--- config.mk ---
export PLATFORM = sky130hd
export DESIGN_NAME = tsse_datapath
export DESIGN_NICKNAME = d
export VERILOG_FILES = /design/src/tsse_pkg.sv /design/src/tsse_ram.sv /design/src/tsse_datapath.sv
export SDC_FILE = /design/constraint.sdc
export NUM_CORES = 2
export LEC_CHECK = 0
export BUFFER_PORTS_ARGS = -buffer_cell sky130_fd_sc_hd__buf_2
export CAP_MARGIN = 20
export CORE_MARGIN = 1.5
export CORE_UTILIZATION = 45
export DETAILED_ROUTE_END_ITERATION = 10
export GPL_TIMING_DRIVEN = 0
export SLEW_MARGIN = 20
export SYNTH_ARGS = -nofsm -noshare
export SYNTH_HDL_FRONTEND = slang
export SYNTH_HIERARCHICAL = 1
export SYNTH_SLANG_ARGS = --single-unit
--- constraint.sdc ---
create_clock -name clk_i -period 9 [get_ports clk_i]
set_clock_uncertainty 0.1 [all_clocks]
set_input_delay 0.45 -clock clk_i [delete_from_list [all_inputs] [get_ports clk_i]]
set_output_delay 0.45 -clock clk_i [all_outputs]
set_load 0.02 [all_outputs]
--- src/tsse_pkg.sv ---
// Package for the typed stable sort engine: element type codes, sizes, command struct, compare.
`default_nettype none
package tsse_pkg;

  localparam int unsigned DefCapacity = 64;
  localparam int unsigned ValueW      = 32;
  localparam int unsigned TypeW       = 2;

  localparam logic [TypeW-1:0] TY_S16 = 2'd0;
  localparam logic [TypeW-1:0] TY_S32 = 2'd1;
  localparam logic [TypeW-1:0] TY_F32 = 2'd2;
  localparam logic [TypeW-1:0] TY_S8  = 2'd3;

  // Datapath command bundle from the sequencer
  typedef struct packed {
    logic st_we;      // element store write
    logic st_copy;    // store write data from scratch (else from input)
    logic sc_we;      // scratch write (merge step)
    logic lvalid;     // left run still has elements
    logic rvalid;     // right run still has elements
    logic out_ld;     // load result register from store read
    logic out_err;    // load result register with the error item
    logic out_final;  // tlast for a loaded result
  } dp_cmd_t;

  // True when a sorts at or before b (a <= b) under the element type.
  function automatic logic elem_le(input logic [TypeW-1:0] ty,
                                   input logic [ValueW-1:0] a,
                                   input logic [ValueW-1:0] b);
    logic [ValueW-1:0] ka;
    logic [ValueW-1:0] kb;
    logic nan_any;
    logic zeros;
    logic le;
    ka = '0;
    kb = '0;
    nan_any = 1'b0;
    zeros = 1'b0;
    le = 1'b1;
    unique case (ty)
      TY_S16: begin
        ka = {16'h0, a[15:0] ^ 16'h8000};
        kb = {16'h0, b[15:0] ^ 16'h8000};
        le = (ka <= kb);
      end
      TY_S8: begin
        ka = {24'h0, a[7:0] ^ 8'h80};
        kb = {24'h0, b[7:0] ^ 8'h80};
        le = (ka <= kb);
      end
      TY_F32: begin
        nan_any = ((a[30:23] == 8'hff) && (a[22:0] != '0)) ||
                  ((b[30:23] == 8'hff) && (b[22:0] != '0));
        zeros = (a[30:0] == '0) && (b[30:0] == '0);
        // sign-magnitude to monotonic unsigned key
        ka = a[31] ? ~a : (a | 32'h8000_0000);
        kb = b[31] ? ~b : (b | 32'h8000_0000);
        le = nan_any || zeros || (ka <= kb);
      end
      default: begin
        ka = a ^ 32'h8000_0000;
        kb = b ^ 32'h8000_0000;
        le = (ka <= kb);
      end
    endcase
    return le;
  endfunction

endpackage
`default_nettype wire

--- src/tsse_ram.sv ---
// Generic RAM: one write port, two registered read ports.
`default_nettype none
module tsse_ram #(
  parameter int unsigned Width = 32,
  parameter int unsigned Depth = 64
) (
  input  wire logic                     clk_i,
  input  wire logic                     we_i,
  input  wire logic [$clog2(Depth)-1:0] waddr_i,
  input  wire logic [Width-1:0]         wdata_i,
  input  wire logic [$clog2(Depth)-1:0] raddr_a_i,
  input  wire logic [$clog2(Depth)-1:0] raddr_b_i,
  output logic      [Width-1:0]         rdata_a_o,
  output logic      [Width-1:0]         rdata_b_o
);
  logic [Width-1:0] mem_q [Depth];

  always_ff @(posedge clk_i) begin
    if (we_i) begin
      mem_q[waddr_i] <= wdata_i;
    end
    rdata_a_o <= mem_q[raddr_a_i];
    rdata_b_o <= mem_q[raddr_b_i];
  end
endmodule
`default_nettype wire

--- src/tsse_datapath.sv ---
// Datapath: element store, merge scratch, comparator and result register.
`default_nettype none
module tsse_datapath #(
  parameter int unsigned CAPACITY = tsse_pkg::DefCapacity,
  localparam int unsigned AW = $clog2(CAPACITY)
) (
  input  wire logic                         clk_i,
  input  wire tsse_pkg::dp_cmd_t            cmd_i,
  input  wire logic [tsse_pkg::TypeW-1:0]   elem_type_i,
  input  wire logic [tsse_pkg::ValueW-1:0]  in_value_i,
  input  wire logic [AW-1:0]                st_waddr_i,
  input  wire logic [AW-1:0]                st_raddr_a_i,
  input  wire logic [AW-1:0]                st_raddr_b_i,
  input  wire logic [AW-1:0]                sc_addr_i,
  output logic                              take_left_o,
  output logic [tsse_pkg::ValueW-1:0]       out_value_o,
  output logic                              out_last_o,
  output logic                              out_err_o
);
  logic [tsse_pkg::ValueW-1:0] st_rd_a;
  logic [tsse_pkg::ValueW-1:0] st_rd_b;
  logic [tsse_pkg::ValueW-1:0] sc_rd;
  logic [tsse_pkg::ValueW-1:0] sc_rd_unused;
  logic [tsse_pkg::ValueW-1:0] st_wdata;
  logic [tsse_pkg::ValueW-1:0] sc_wdata;
  logic                        le;

  assign st_wdata = cmd_i.st_copy ? sc_rd : in_value_i;
  assign le = tsse_pkg::elem_le(elem_type_i, st_rd_a, st_rd_b);
  // left wins ties, so equal keys keep load order
  assign take_left_o = !cmd_i.rvalid || (cmd_i.lvalid && le);
  assign sc_wdata = take_left_o ? st_rd_a : st_rd_b;

  tsse_ram #(.Width(tsse_pkg::ValueW), .Depth(CAPACITY)) u_store (
    .clk_i     (clk_i),
    .we_i      (cmd_i.st_we),
    .waddr_i   (st_waddr_i),
    .wdata_i   (st_wdata),
    .raddr_a_i (st_raddr_a_i),
    .raddr_b_i (st_raddr_b_i),
    .rdata_a_o (st_rd_a),
    .rdata_b_o (st_rd_b)
  );

  tsse_ram #(.Width(tsse_pkg::ValueW), .Depth(CAPACITY)) u_scratch (
    .clk_i     (clk_i),
    .we_i      (cmd_i.sc_we),
    .waddr_i   (sc_addr_i),
    .wdata_i   (sc_wdata),
    .raddr_a_i (sc_addr_i),
    .raddr_b_i (sc_addr_i),
    .rdata_a_o (sc_rd),
    .rdata_b_o (sc_rd_unused)
  );

  always_ff @(posedge clk_i) begin
    if (cmd_i.out_err) begin
      out_value_o <= '0;
      out_last_o  <= 1'b1;
      out_err_o   <= 1'b1;
    end else if (cmd_i.out_ld) begin
      out_value_o <= st_rd_a;
      out_last_o  <= cmd_i.out_final;
      out_err_o   <= 1'b0;
    end
  end
endmodule
`default_nettype wire

==> flow_summary.toml <==
[critical_path]
crit_required_ps = 8450
critPathArrivalTime_ps = 5330
worstSetupPathType = "flip-flop to primary output"
critPathCaptureType = "primary output"
cp_max_fo = 10
startpoint_type = "flip-flop"

[clock_network]
clkLatencyLatePin_ps = 1010
htree_levels = 5
cts.clk_slew.worst_paths_ps = 60
cts_buffer_depth = 4
cts-root-buf = "clkbuf_16"
cts_tree = "done"
cts.sinks = 4226
cts_made_buffers = 438

[floorplanning]
start_util_pct = 45.22
core-area_um2 = 396300
die_w_um = 634.0
num_rows = 231
die_area_um2 = 402000
ioPinCount = 102
die_h_um = 634.0

[sta]
drv_slew = 0
setup_viol = 0
timing.hold.ws_ps = 90.34
tightest_slew_ps = 1472
fmax_ghz = 0.1701
min_period_over_period_pct = 65.33
grt_setup_unrepaired = "no"
finalHoldViolCount = 0
final.setup.worst_slack_ps = 3121
slew_headroom_pct = 1.840
fin_crit_ps = 5879
setup_tns_ps = 0

[placement]
port_buffers = 83
dp_hpwl_um = 487400
place_congestion = 0.9905
pre_cts_slack_ps = 3663
dp.cells = 13950

[power]
power_mw = 46.05
peakVddDrop_mv = 0.1892
p_leak_nw = 66.53
power_density_nw_per_um2 = 220.4

[finish]
stdcell_count = 14790
drive_gt1_share_pct = 35.27
nNetsFinal = 9295
synthToLayoutAreaGrowth_pct = 16.60
final_common_cell = "edfxtp_1"
mostFrequentLayoutCells = "edfxtp_1 (4,096), mux4_2 (1,668), clkbuf_16 (450)"

[global_routing]
overflow = 0
grt_max_degree = 65
antenna_found_initial = 56
grt_pass1_vias = 101300
track_usage_pct = 34.59
grt_first_pass_wirelength_um = 919200

[drt]
drt_iter0_markers = 17440
drc = 0
final_antenna_net_count = 0
vias = 104400
dr.pass1.iters = 8
via_per_inst = 7.059
wl_um = 698500
wire_per_inst_um = 47.24

[run_status]
status = "complete, no violations"

[logic_synthesis]
synth.yosys.warnings = 6
syn-cell-area_um2 = 179200
syn_inst = 8304
syn_area_per_cell_um2 = 21.58
synth.net_count = 8436

[hold_path]
hp-class = "primary input to flip-flop"

[flow_run]
drv_cap = 0
[timing repair]
action / in CTS / in global routing
resized for setup: 0 / 0
hold buffers: 6 / 0
buffers inserted: 0 / 0
endpoints found under the hold margin: 17 / 0
[registers in the layout, summed over array words and instances (netlist names)]
name and cells:
out_err_o 1, u_store/rdata_b_o 32, out_last_o 1, u_store/rdata_a_o 32, u_store/mem_q 2048, u_scratch/mem_q 2048, out_value_o 32, u_scratch/rdata_a_o 32
[layout make-up]
cell class	count	area (um^2)
well taps	5242	6559
inverters	42	157.7
diodes	27	67.56
fillers	30290	187300
multi-input cells	3470	52020
repair buffers	419	7512
clock buffers	558	11810
flip-flops and latches	4226	125600
clock inverters	236	2217
plain buffers	566	2997
[per-layer routing]
layer  GRT usage, %  vias to the layer above  part of all wire, %
met5         0.1329                        -                0.038
met4          26.07                       30                  9.5
met3          9.773                     2187                   12
met2          53.10                     8368                   45
met1          41.77                    55970                   33
li1               -                    37830                    -
[metrics by stage]
stage,area (um^2),util [%]
floorplan,179200,-
global placement,186200,46.98
detailed placement,194600,49.12
CTS,208700,52.67
global route,208900,52.71
finish,208900,52.73
[power breakdown]
part / internal, mW / switching, mW / leakage (nW) / total [mW]
Combinational: 1.51 / 3.68 / 21.7 / 5.20
Sequential: 22.6 / 0.201 / 38.0 / 22.8
Clock: 10.2 / 7.81 / 6.85 / 18.0
Total: 34.4 / 11.7 / 66.5 / 46.0
[critical path, cell delays in order (launching register included)]
cell and delay, ps:
dfxtp_1 500, clkbuf_1 280, buf_1 770, xnor2_1 200, ha_1 290, nand4_1 240, inv_1 70, a221oi_1 540
o211ai_1 250, a21oi_2 260, a211oi_4 100, o21a_4 280, buf_6 170, nor2_1 160, buf_2 200
[final timing paths]
kind	startpoint	end	slack, ps	depth (start not counted)
max	u_store/rdata_b_o[31]	take_left_o	3120	14
min	st_waddr_i[1]	u_store/mem_q[49][10]	90	2
max reg2reg	u_store/rdata_b_o[31]	u_scratch/mem_q[15][21]	3650	14
min reg2reg	out_err_o	out_err_o	350	1
Note: power is estimated with default switching activity, not from simulation.
