## config.mk

```make
export PLATFORM = sky130hd
export DESIGN_NAME = tsse_ctrl
export DESIGN_NICKNAME = d
export VERILOG_FILES = /design/src/tsse_pkg.sv /design/src/tsse_ctrl.sv
export SDC_FILE = /design/constraint.sdc
export NUM_CORES = 1
export LEC_CHECK = 0
export BUFFER_PORTS_ARGS = -buffer_cell sky130_fd_sc_hd__clkbuf_2
export CORE_MARGIN = 3
export CORE_UTILIZATION = 45
export CTS_CLUSTER_DIAMETER = 50
export DETAILED_ROUTE_END_ITERATION = 7
export GPL_ROUTABILITY_DRIVEN = 0
export GPL_TIMING_DRIVEN = 0
export HOLD_SLACK_MARGIN = 0.06
export PLACE_DENSITY_LB_ADDON = 0.3
export SLEW_MARGIN = 20
export SYNTH_ARGS = -nofsm -noshare
export SYNTH_HDL_FRONTEND = slang
export SYNTH_SLANG_ARGS = --single-unit
```

## constraint.sdc

```tcl
create_clock -name clk_i -period 11.2 [get_ports clk_i]
set_clock_uncertainty 0.15 [all_clocks]
set_input_delay 0 -clock clk_i [delete_from_list [all_inputs] [get_ports clk_i]]
set_output_delay 0 -clock clk_i [all_outputs]
set_load 0.05 [all_outputs]
```

## src/tsse_pkg.sv

```systemverilog
// Package for the typed stable sort engine: element type codes, sizes, command struct, compare.
`default_nettype none
package tsse_pkg;

  localparam int unsigned DefCapacity = 64;
  localparam int unsigned ValueW      = 32;
  localparam int unsigned TypeW       = 2;

  localparam logic [TypeW-1:0] TY_S16 = 2'd0;
  localparam logic [TypeW-1:0] TY_S32 = 2'd1;
  localparam logic [TypeW-1:0] TY_F32 = 2'd2;
  localparam logic [TypeW-1:0] TY_S8  = 2'd3;

  // Datapath command bundle from the sequencer
  typedef struct packed {
    logic st_we;      // element store write
    logic st_copy;    // store write data from scratch (else from input)
    logic sc_we;      // scratch write (merge step)
    logic lvalid;     // left run still has elements
    logic rvalid;     // right run still has elements
    logic out_ld;     // load result register from store read
    logic out_err;    // load result register with the error item
    logic out_final;  // tlast for a loaded result
  } dp_cmd_t;

  // True when a sorts at or before b (a <= b) under the element type.
  function automatic logic elem_le(input logic [TypeW-1:0] ty,
                                   input logic [ValueW-1:0] a,
                                   input logic [ValueW-1:0] b);
    logic [ValueW-1:0] ka;
    logic [ValueW-1:0] kb;
    logic nan_any;
    logic zeros;
    logic le;
    ka = '0;
    kb = '0;
    nan_any = 1'b0;
    zeros = 1'b0;
    le = 1'b1;
    unique case (ty)
      TY_S16: begin
        ka = {16'h0, a[15:0] ^ 16'h8000};
        kb = {16'h0, b[15:0] ^ 16'h8000};
        le = (ka <= kb);
      end
      TY_S8: begin
        ka = {24'h0, a[7:0] ^ 8'h80};
        kb = {24'h0, b[7:0] ^ 8'h80};
        le = (ka <= kb);
      end
      TY_F32: begin
        nan_any = ((a[30:23] == 8'hff) && (a[22:0] != '0)) ||
                  ((b[30:23] == 8'hff) && (b[22:0] != '0));
        zeros = (a[30:0] == '0) && (b[30:0] == '0);
        // sign-magnitude to monotonic unsigned key
        ka = a[31] ? ~a : (a | 32'h8000_0000);
        kb = b[31] ? ~b : (b | 32'h8000_0000);
        le = nan_any || zeros || (ka <= kb);
      end
      default: begin
        ka = a ^ 32'h8000_0000;
        kb = b ^ 32'h8000_0000;
        le = (ka <= kb);
      end
    endcase
    return le;
  endfunction

endpackage
`default_nettype wire

```

## src/tsse_ctrl.sv

```systemverilog
// Sequencer: load counting, top-down merge schedule on a range stack, copy-back and emit.
`default_nettype none
module tsse_ctrl #(
  parameter int unsigned CAPACITY = tsse_pkg::DefCapacity,
  localparam int unsigned AW  = $clog2(CAPACITY),
  localparam int unsigned IW  = $clog2(CAPACITY + 1),
  localparam int unsigned SD  = $clog2(CAPACITY) + 2,
  localparam int unsigned SIW = $clog2(SD),
  localparam int unsigned SPW = $clog2(SD + 1)
) (
  input  wire logic              clk_i,
  input  wire logic              rst_ni,
  input  wire logic              in_valid_i,
  input  wire logic              in_last_i,
  output logic                   in_ready_o,
  output logic                   out_valid_o,
  input  wire logic              out_ready_i,
  input  wire logic              take_left_i,
  output tsse_pkg::dp_cmd_t      cmd_o,
  output logic [AW-1:0]          st_waddr_o,
  output logic [AW-1:0]          st_raddr_a_o,
  output logic [AW-1:0]          st_raddr_b_o,
  output logic [AW-1:0]          sc_addr_o
);
  localparam logic [2:0] S_IDLE  = 3'd0;
  localparam logic [2:0] S_TOP   = 3'd1;
  localparam logic [2:0] S_MRD   = 3'd2;
  localparam logic [2:0] S_MCMP  = 3'd3;
  localparam logic [2:0] S_CRD   = 3'd4;
  localparam logic [2:0] S_CWR   = 3'd5;
  localparam logic [2:0] S_ERD   = 3'd6;
  localparam logic [2:0] S_OUT   = 3'd7;

  localparam logic [1:0] PH_LEFT  = 2'd0;
  localparam logic [1:0] PH_RIGHT = 2'd1;
  localparam logic [1:0] PH_MERGE = 2'd2;

  logic [2:0]     state_q, state_d;
  logic [SPW-1:0] sp_q, sp_d;
  logic [IW-1:0]  stk_lo_q [SD];
  logic [IW-1:0]  stk_hi_q [SD];
  logic [1:0]     stk_ph_q [SD];
  logic [IW-1:0]  cnt_q, cnt_d;
  logic           ovf_q, ovf_d;
  logic [IW-1:0]  n_q, n_d;
  logic [IW-1:0]  i_q, i_d, j_q, j_d, k_q, k_d;
  logic [IW-1:0]  lo_q, lo_d, mid_q, mid_d, hi_q, hi_d;
  logic           valid_q, valid_d;
  logic           fin_q, fin_d;

  logic [SIW-1:0] top;
  logic [SIW-1:0] push_at;
  logic [IW-1:0]  t_lo, t_hi, t_n, t_mid;
  logic [1:0]     t_ph;
  logic [IW:0]    half_sum;
  logic           accept;
  logic           full;
  logic           lvalid, rvalid;
  logic           stk_set_ph, stk_push;
  logic [1:0]     set_ph;
  logic [IW-1:0]  push_lo, push_hi;

  assign top      = SIW'(sp_q - SPW'(1));
  assign push_at  = SIW'(sp_q);
  assign t_lo     = stk_lo_q[top];
  assign t_hi     = stk_hi_q[top];
  assign t_ph     = stk_ph_q[top];
  assign t_n      = t_hi - t_lo;
  assign half_sum = ({1'b0, t_n} + (IW+1)'(1)) >> 1;
  assign t_mid    = t_lo + IW'(half_sum);

  assign in_ready_o  = (state_q == S_IDLE);
  assign out_valid_o = valid_q;
  assign accept      = in_valid_i && in_ready_o;
  assign full        = (cnt_q == IW'(CAPACITY));
  assign lvalid      = (i_q < mid_q);
  assign rvalid      = (j_q < hi_q);

  always_comb begin
    state_d = state_q;
    sp_d = sp_q;
    cnt_d = cnt_q;
    ovf_d = ovf_q;
    n_d = n_q;
    i_d = i_q; j_d = j_q; k_d = k_q;
    lo_d = lo_q; mid_d = mid_q; hi_d = hi_q;
    valid_d = valid_q;
    fin_d = fin_q;
    cmd_o = '0;
    cmd_o.lvalid = lvalid;
    cmd_o.rvalid = rvalid;
    cmd_o.out_final = (k_q + IW'(1) == n_q);
    st_waddr_o   = AW'(cnt_q);
    st_raddr_a_o = AW'(i_q);
    st_raddr_b_o = AW'(j_q);
    sc_addr_o    = AW'(k_q);
    stk_set_ph = 1'b0;
    stk_push = 1'b0;
    set_ph = PH_LEFT;
    push_lo = t_lo;
    push_hi = t_mid;
    unique case (state_q)
      S_IDLE: begin
        if (accept) begin
          if (!ovf_q && !full) begin
            cmd_o.st_we = 1'b1;
            cnt_d = cnt_q + IW'(1);
          end else begin
            ovf_d = 1'b1;
          end
          if (in_last_i) begin
            cnt_d = '0;
            ovf_d = 1'b0;
            if (ovf_q || full) begin
              cmd_o.out_err = 1'b1;
              valid_d = 1'b1;
              fin_d = 1'b1;
              state_d = S_OUT;
            end else begin
              n_d = cnt_q + IW'(1);
              stk_push = 1'b1;
              push_lo = '0;
              push_hi = cnt_q + IW'(1);
              sp_d = SPW'(1);
              state_d = S_TOP;
            end
          end
        end
      end
      S_TOP: begin
        if (sp_q == '0) begin
          k_d = '0;
          state_d = S_ERD;
        end else if (t_ph == PH_LEFT) begin
          if (t_n < IW'(2)) begin
            sp_d = sp_q - SPW'(1);
          end else begin
            stk_set_ph = 1'b1;
            set_ph = PH_RIGHT;
            stk_push = 1'b1;
            sp_d = sp_q + SPW'(1);
          end
        end else if (t_ph == PH_RIGHT) begin
          stk_set_ph = 1'b1;
          set_ph = PH_MERGE;
          stk_push = 1'b1;
          push_lo = t_mid;
          push_hi = t_hi;
          sp_d = sp_q + SPW'(1);
        end else begin
          sp_d = sp_q - SPW'(1);
          i_d = t_lo; j_d = t_mid; k_d = t_lo;
          lo_d = t_lo; mid_d = t_mid; hi_d = t_hi;
          state_d = S_MRD;
        end
      end
      S_MRD: begin
        if (k_q == hi_q) begin
          k_d = lo_q;
          state_d = S_CRD;
        end else begin
          state_d = S_MCMP;
        end
      end
      S_MCMP: begin
        cmd_o.sc_we = 1'b1;
        if (take_left_i) i_d = i_q + IW'(1);
        else j_d = j_q + IW'(1);
        k_d = k_q + IW'(1);
        state_d = S_MRD;
      end
      S_CRD: begin
        if (k_q == hi_q) state_d = S_TOP;
        else state_d = S_CWR;
      end
      S_CWR: begin
        cmd_o.st_we = 1'b1;
        cmd_o.st_copy = 1'b1;
        st_waddr_o = AW'(k_q);
        k_d = k_q + IW'(1);
        state_d = S_CRD;
      end
      S_ERD: begin
        st_raddr_a_o = AW'(k_q);
        // read data is registered: result loads in the next state
        state_d = S_OUT;
        cmd_o.out_ld = 1'b0;
      end
      S_OUT: begin
        if (!valid_q) begin
          cmd_o.out_ld = 1'b1;
          valid_d = 1'b1;
          fin_d = cmd_o.out_final;
        end else if (out_ready_i) begin
          valid_d = 1'b0;
          if (fin_q) begin
            state_d = S_IDLE;
          end else begin
            k_d = k_q + IW'(1);
            state_d = S_ERD;
          end
        end
      end
      default: state_d = S_IDLE;
    endcase
  end

  always_ff @(posedge clk_i or negedge rst_ni) begin
    if (!rst_ni) begin
      state_q <= S_IDLE;
      sp_q    <= '0;
      cnt_q   <= '0;
      ovf_q   <= 1'b0;
      valid_q <= 1'b0;
      fin_q   <= 1'b0;
    end else begin
      state_q <= state_d;
      sp_q    <= sp_d;
      cnt_q   <= cnt_d;
      ovf_q   <= ovf_d;
      valid_q <= valid_d;
      fin_q   <= fin_d;
    end
  end

  always_ff @(posedge clk_i) begin
    n_q <= n_d;
    i_q <= i_d; j_q <= j_d; k_q <= k_d;
    lo_q <= lo_d; mid_q <= mid_d; hi_q <= hi_d;
    if (stk_set_ph) stk_ph_q[top] <= set_ph;
    if (stk_push) begin
      stk_lo_q[push_at] <= push_lo;
      stk_hi_q[push_at] <= push_hi;
      stk_ph_q[push_at] <= PH_LEFT;
    end
  end

  assert property (@(posedge clk_i) disable iff (!rst_ni) sp_q <= SPW'(SD))
    else $error("range stack overrun");
  assert property (@(posedge clk_i) disable iff (!rst_ni) cnt_q <= IW'(CAPACITY))
    else $error("element count beyond capacity");
  assert property (@(posedge clk_i) disable iff (!rst_ni) !(in_ready_o && out_valid_o))
    else $error("load and emit overlap");
  assert property (@(posedge clk_i) disable iff (!rst_ni)
                   out_valid_o |-> (state_q == S_OUT))
    else $error("result valid outside emit");
endmodule
`default_nettype wire

```

==> key figures <==
Routing
  – Detail Route Antenna Nets: 0
  – # DRC: 0
  – Total Wirelength: 24300 microns
  – DR iter-0 viols: around 660
  – DR vias: about 6600
  – 1st-pass router iterations: 8
  – Routed vias/inst: slightly below 6
  – Wire per inst: approximately 21 microns

Critical path
  – Crit path DAT: roughly 7.7 ns
  – Critical path type: flip-flop to flip-flop
  – Reg2reg start: sp_q[0]$_DFFE_PN0P_
  – Worst Setup End Kind: flip-flop
  – Worst Setup SP: sp_q[0]$_DFFE_PN0P_
  – Critical path peak fanout: 10
  – Startpoint Class: flip-flop
  – CP required: roughly 11 ns

Floorplan
  – Starting density of the core: 0.464
  – Die Ht: between 150 and 200 microns
  – Die area: approximately 0.023 sq mm
  – # IOs: 40
  – CORE AREA: ~0.020 sq mm
  – FP Rows: 52
  – Chip Width: roughly 150 microns

GRT
  – Largest net degree at the start of global routing: 23
  – Antenna violations before repair: 0
  – Vias in the first global route: ~6400
  – GR Overflow Total: 0
  – Total track usage: 0.221
  – First-pass GRT wire length: 37100 microns

Clocking
  – Skew-Pair Late Insertion Delay: between 0.4 and 0.5 ns
  – # Post-CTS Setup Buffers: 0
  – Clk root buf: clkbuf_16
  – CTS-repair resized insts: 0
  – Clk buf depth: 2
  – CTS H-Tree Depth: 4
  – Post-CTS Hold Fix Bufs: 7
  – CTS Buf Count: 17
  – TritonCTS clock tree: done
  – Clock Pin Slew Worst Setup and Hold Paths: 0.07 ns
  – Clk sink count: 194

Placed design
  – Detailed Place HPWL: around 17000 microns
  – IO Port Bufs: 39

STA
  – Worst Tran Pin Value: approximately 1 ns
  – Slew Viols, Final: 0
  – Max_slew headroom: 0.332
  – Minimum clock period: 7.77 ns
  – Worst hold slack: around 0.32 ns
  – Unrepaired setup endpoints after global routing: no
  – Total negative slack: 0 ns
  – Final hold vios: 0
  – Final setup viols: 0
  – Final worst-path cycle share: 0.694
  – Highest clock rate: roughly 0.13 GHz

Finish
  – Seq. cell area: around 0.0056 sq mm
  – Syn-to-layout area delta: 15.4%
  – # diodes: 0
  – # fillers: around 1800
  – Layout Nets: about 900
  – Area of the multi-input gates: 0.00359 sq mm
  – Share of cells above drive strength 1: 0.148

Hold path
  – HP Start: stk_ph_q[7][1]$_SDFFE_PP0P_
  – Hold Crit Class: flip-flop to flip-flop

Yosys
  – Syn Nets: 822
  – Top cells by count, synth: edfxtp_1, nand2_1, nor2_1, a22oi_1, inv_1
  – Count leader, synth: edfxtp_1
  – Synth top area cells: edfxtp_1, dfrtp_1, ha_1
  – Yosys warning count: 0
  – Asr flop ratio synth: 0.0876
  – Post-synth EDFFs: between 150 and 200
  – Yosys top cell by area: edfxtp_1
  – Share of Yosys cell area claimed by the top area cell type: 0.510
  – Post-synth top flop: edfxtp_1
  – Yosys reg bits: between 150 and 200
  – Synthesized area per cell: between 10 and 15 sq um
  – Instance count of the mapped netlist: 783
  – Area of the mapped netlist: about 0.0095 sq mm
  – Seq/Total Area, Yosys: 0.589
  – Synth unique cells: 58

Run
  – Max-cap violation count: 0

Outcome
  – Status: finished clean
## worst max-delay path, stage by stage, from the launching register on
cell and delay (ns):
dfrtp_1 0.43, buf_4 0.22, inv_1 0.08, clkbuf_1 0.42, ha_1 0.44, xor2_2 0.46, nand2_1 0.22, nor2_1 0.36
clkbuf_1 0.61, a22oi_1 0.20, and4_1 0.19, clkbuf_1 0.22, fa_1 0.51, a211oi_1 0.28, nor2_1 0.11, xor2_1 0.34
nand4_1 0.23, xnor2_1 0.19, ha_1 0.29, inv_1 0.09, o21bai_1 0.08, a21oi_1 0.21, xnor2_1 0.12, xnor2_1 0.49
nand2_1 0.11, o21ai_0 0.38
## sequential cells by signal, indices dropped and copies added (netlist names)
register	cells
cnt_q	7
sp_q	4
k_q	7
j_q	7
n_q	7
fin_q	1
lo_q	7
stk_ph_q	16
mid_q	7
out_valid_o	1
stk_lo_q	56
i_q	7
state_q	3
stk_hi_q	56
ovf_q	1
hi_q	7
## worst paths after layout
path                                               end  slack [ns]  depth (start not counted)
max                           stk_lo_q[6][6]$_DFFE_PP_        3.43                         25
min reg2reg                stk_ph_q[7][1]$_SDFFE_PP0P_        0.32                          2
min in group asynchronous         cnt_q[2]$_DFFE_PN0P_        0.57                          3
max in group asynchronous         cnt_q[4]$_DFFE_PN0P_        9.85                          3
max reg2reg                   stk_lo_q[6][6]$_DFFE_PP_        3.43                         25
min                        stk_ph_q[7][1]$_SDFFE_PP0P_        0.32                          2
## cells in the final DEF (no fill, tap or decap), drive strengths merged, types with 8 or more instances in the layout
cell type    n
edfxtp     161
clkbuf      84
nand2       67
inv         53
nor2        50
a22oi       46
a21oi       40
xnor2       32
ha          31
o21ai       31
buf         29
xor2        22
nand3       17
dfrtp       17
mux2i       16
dfxtp       16
nor3        10
nand2b       9
mux2         9
o22ai        9
clkinv       9
nand4        8
a21o         8
## cell families after synthesis
family / after synthesis / share of synthesized area
flip-flops: 194 / 0.589
AND/OR/NAND/NOR: 193 / 0.0967
AO/OA/AOI/OAI: 184 / 0.134
buffers and inverters: 95 / 0.0439
XOR/XNOR: 54 / 0.0515
adder cells (fa/ha/maj): 33 / 0.0452
multiplexers: 30 / 0.0395
## routing by layer
metal / wire, microns / up-vias / track usage
li1: - / 3068 / -
met1: 10400 / 3237 / 0.303
met2: 11700 / 245 / 0.357
met3: 1630 / 49 / 0.0374
met4: 564 / 0 / 0.0775
met5: 0 / - / 0
## area by class of cell
class / instances / area share
buffer: 47 / 0.0215
clock buffer: 17 / 0.0389
clock inverter: 15 / 0.0173
inverter: 48 / 0.0165
multi-input combinational: 494 / 0.328
sequential: 194 / 0.511
tap: 270 / 0.0309
timing repair buffer: 56 / 0.0359
## per-stage QoR
stage               utilization  instances  setup WS [ns]  area (sq um)
floorplan                     -        783           5.03          9470
global placement          0.490       1092           2.42         10000
detailed placement        0.501       1102           3.58         10200
CTS                       0.535       1141           3.51         10900
global route              0.535       1141           3.00         10900
finish                    0.535       1141           3.43         10900
Power is left out: the tool's default activity adds up to more than one toggle a clock period on the data nets, which glitch-free logic cannot reach.
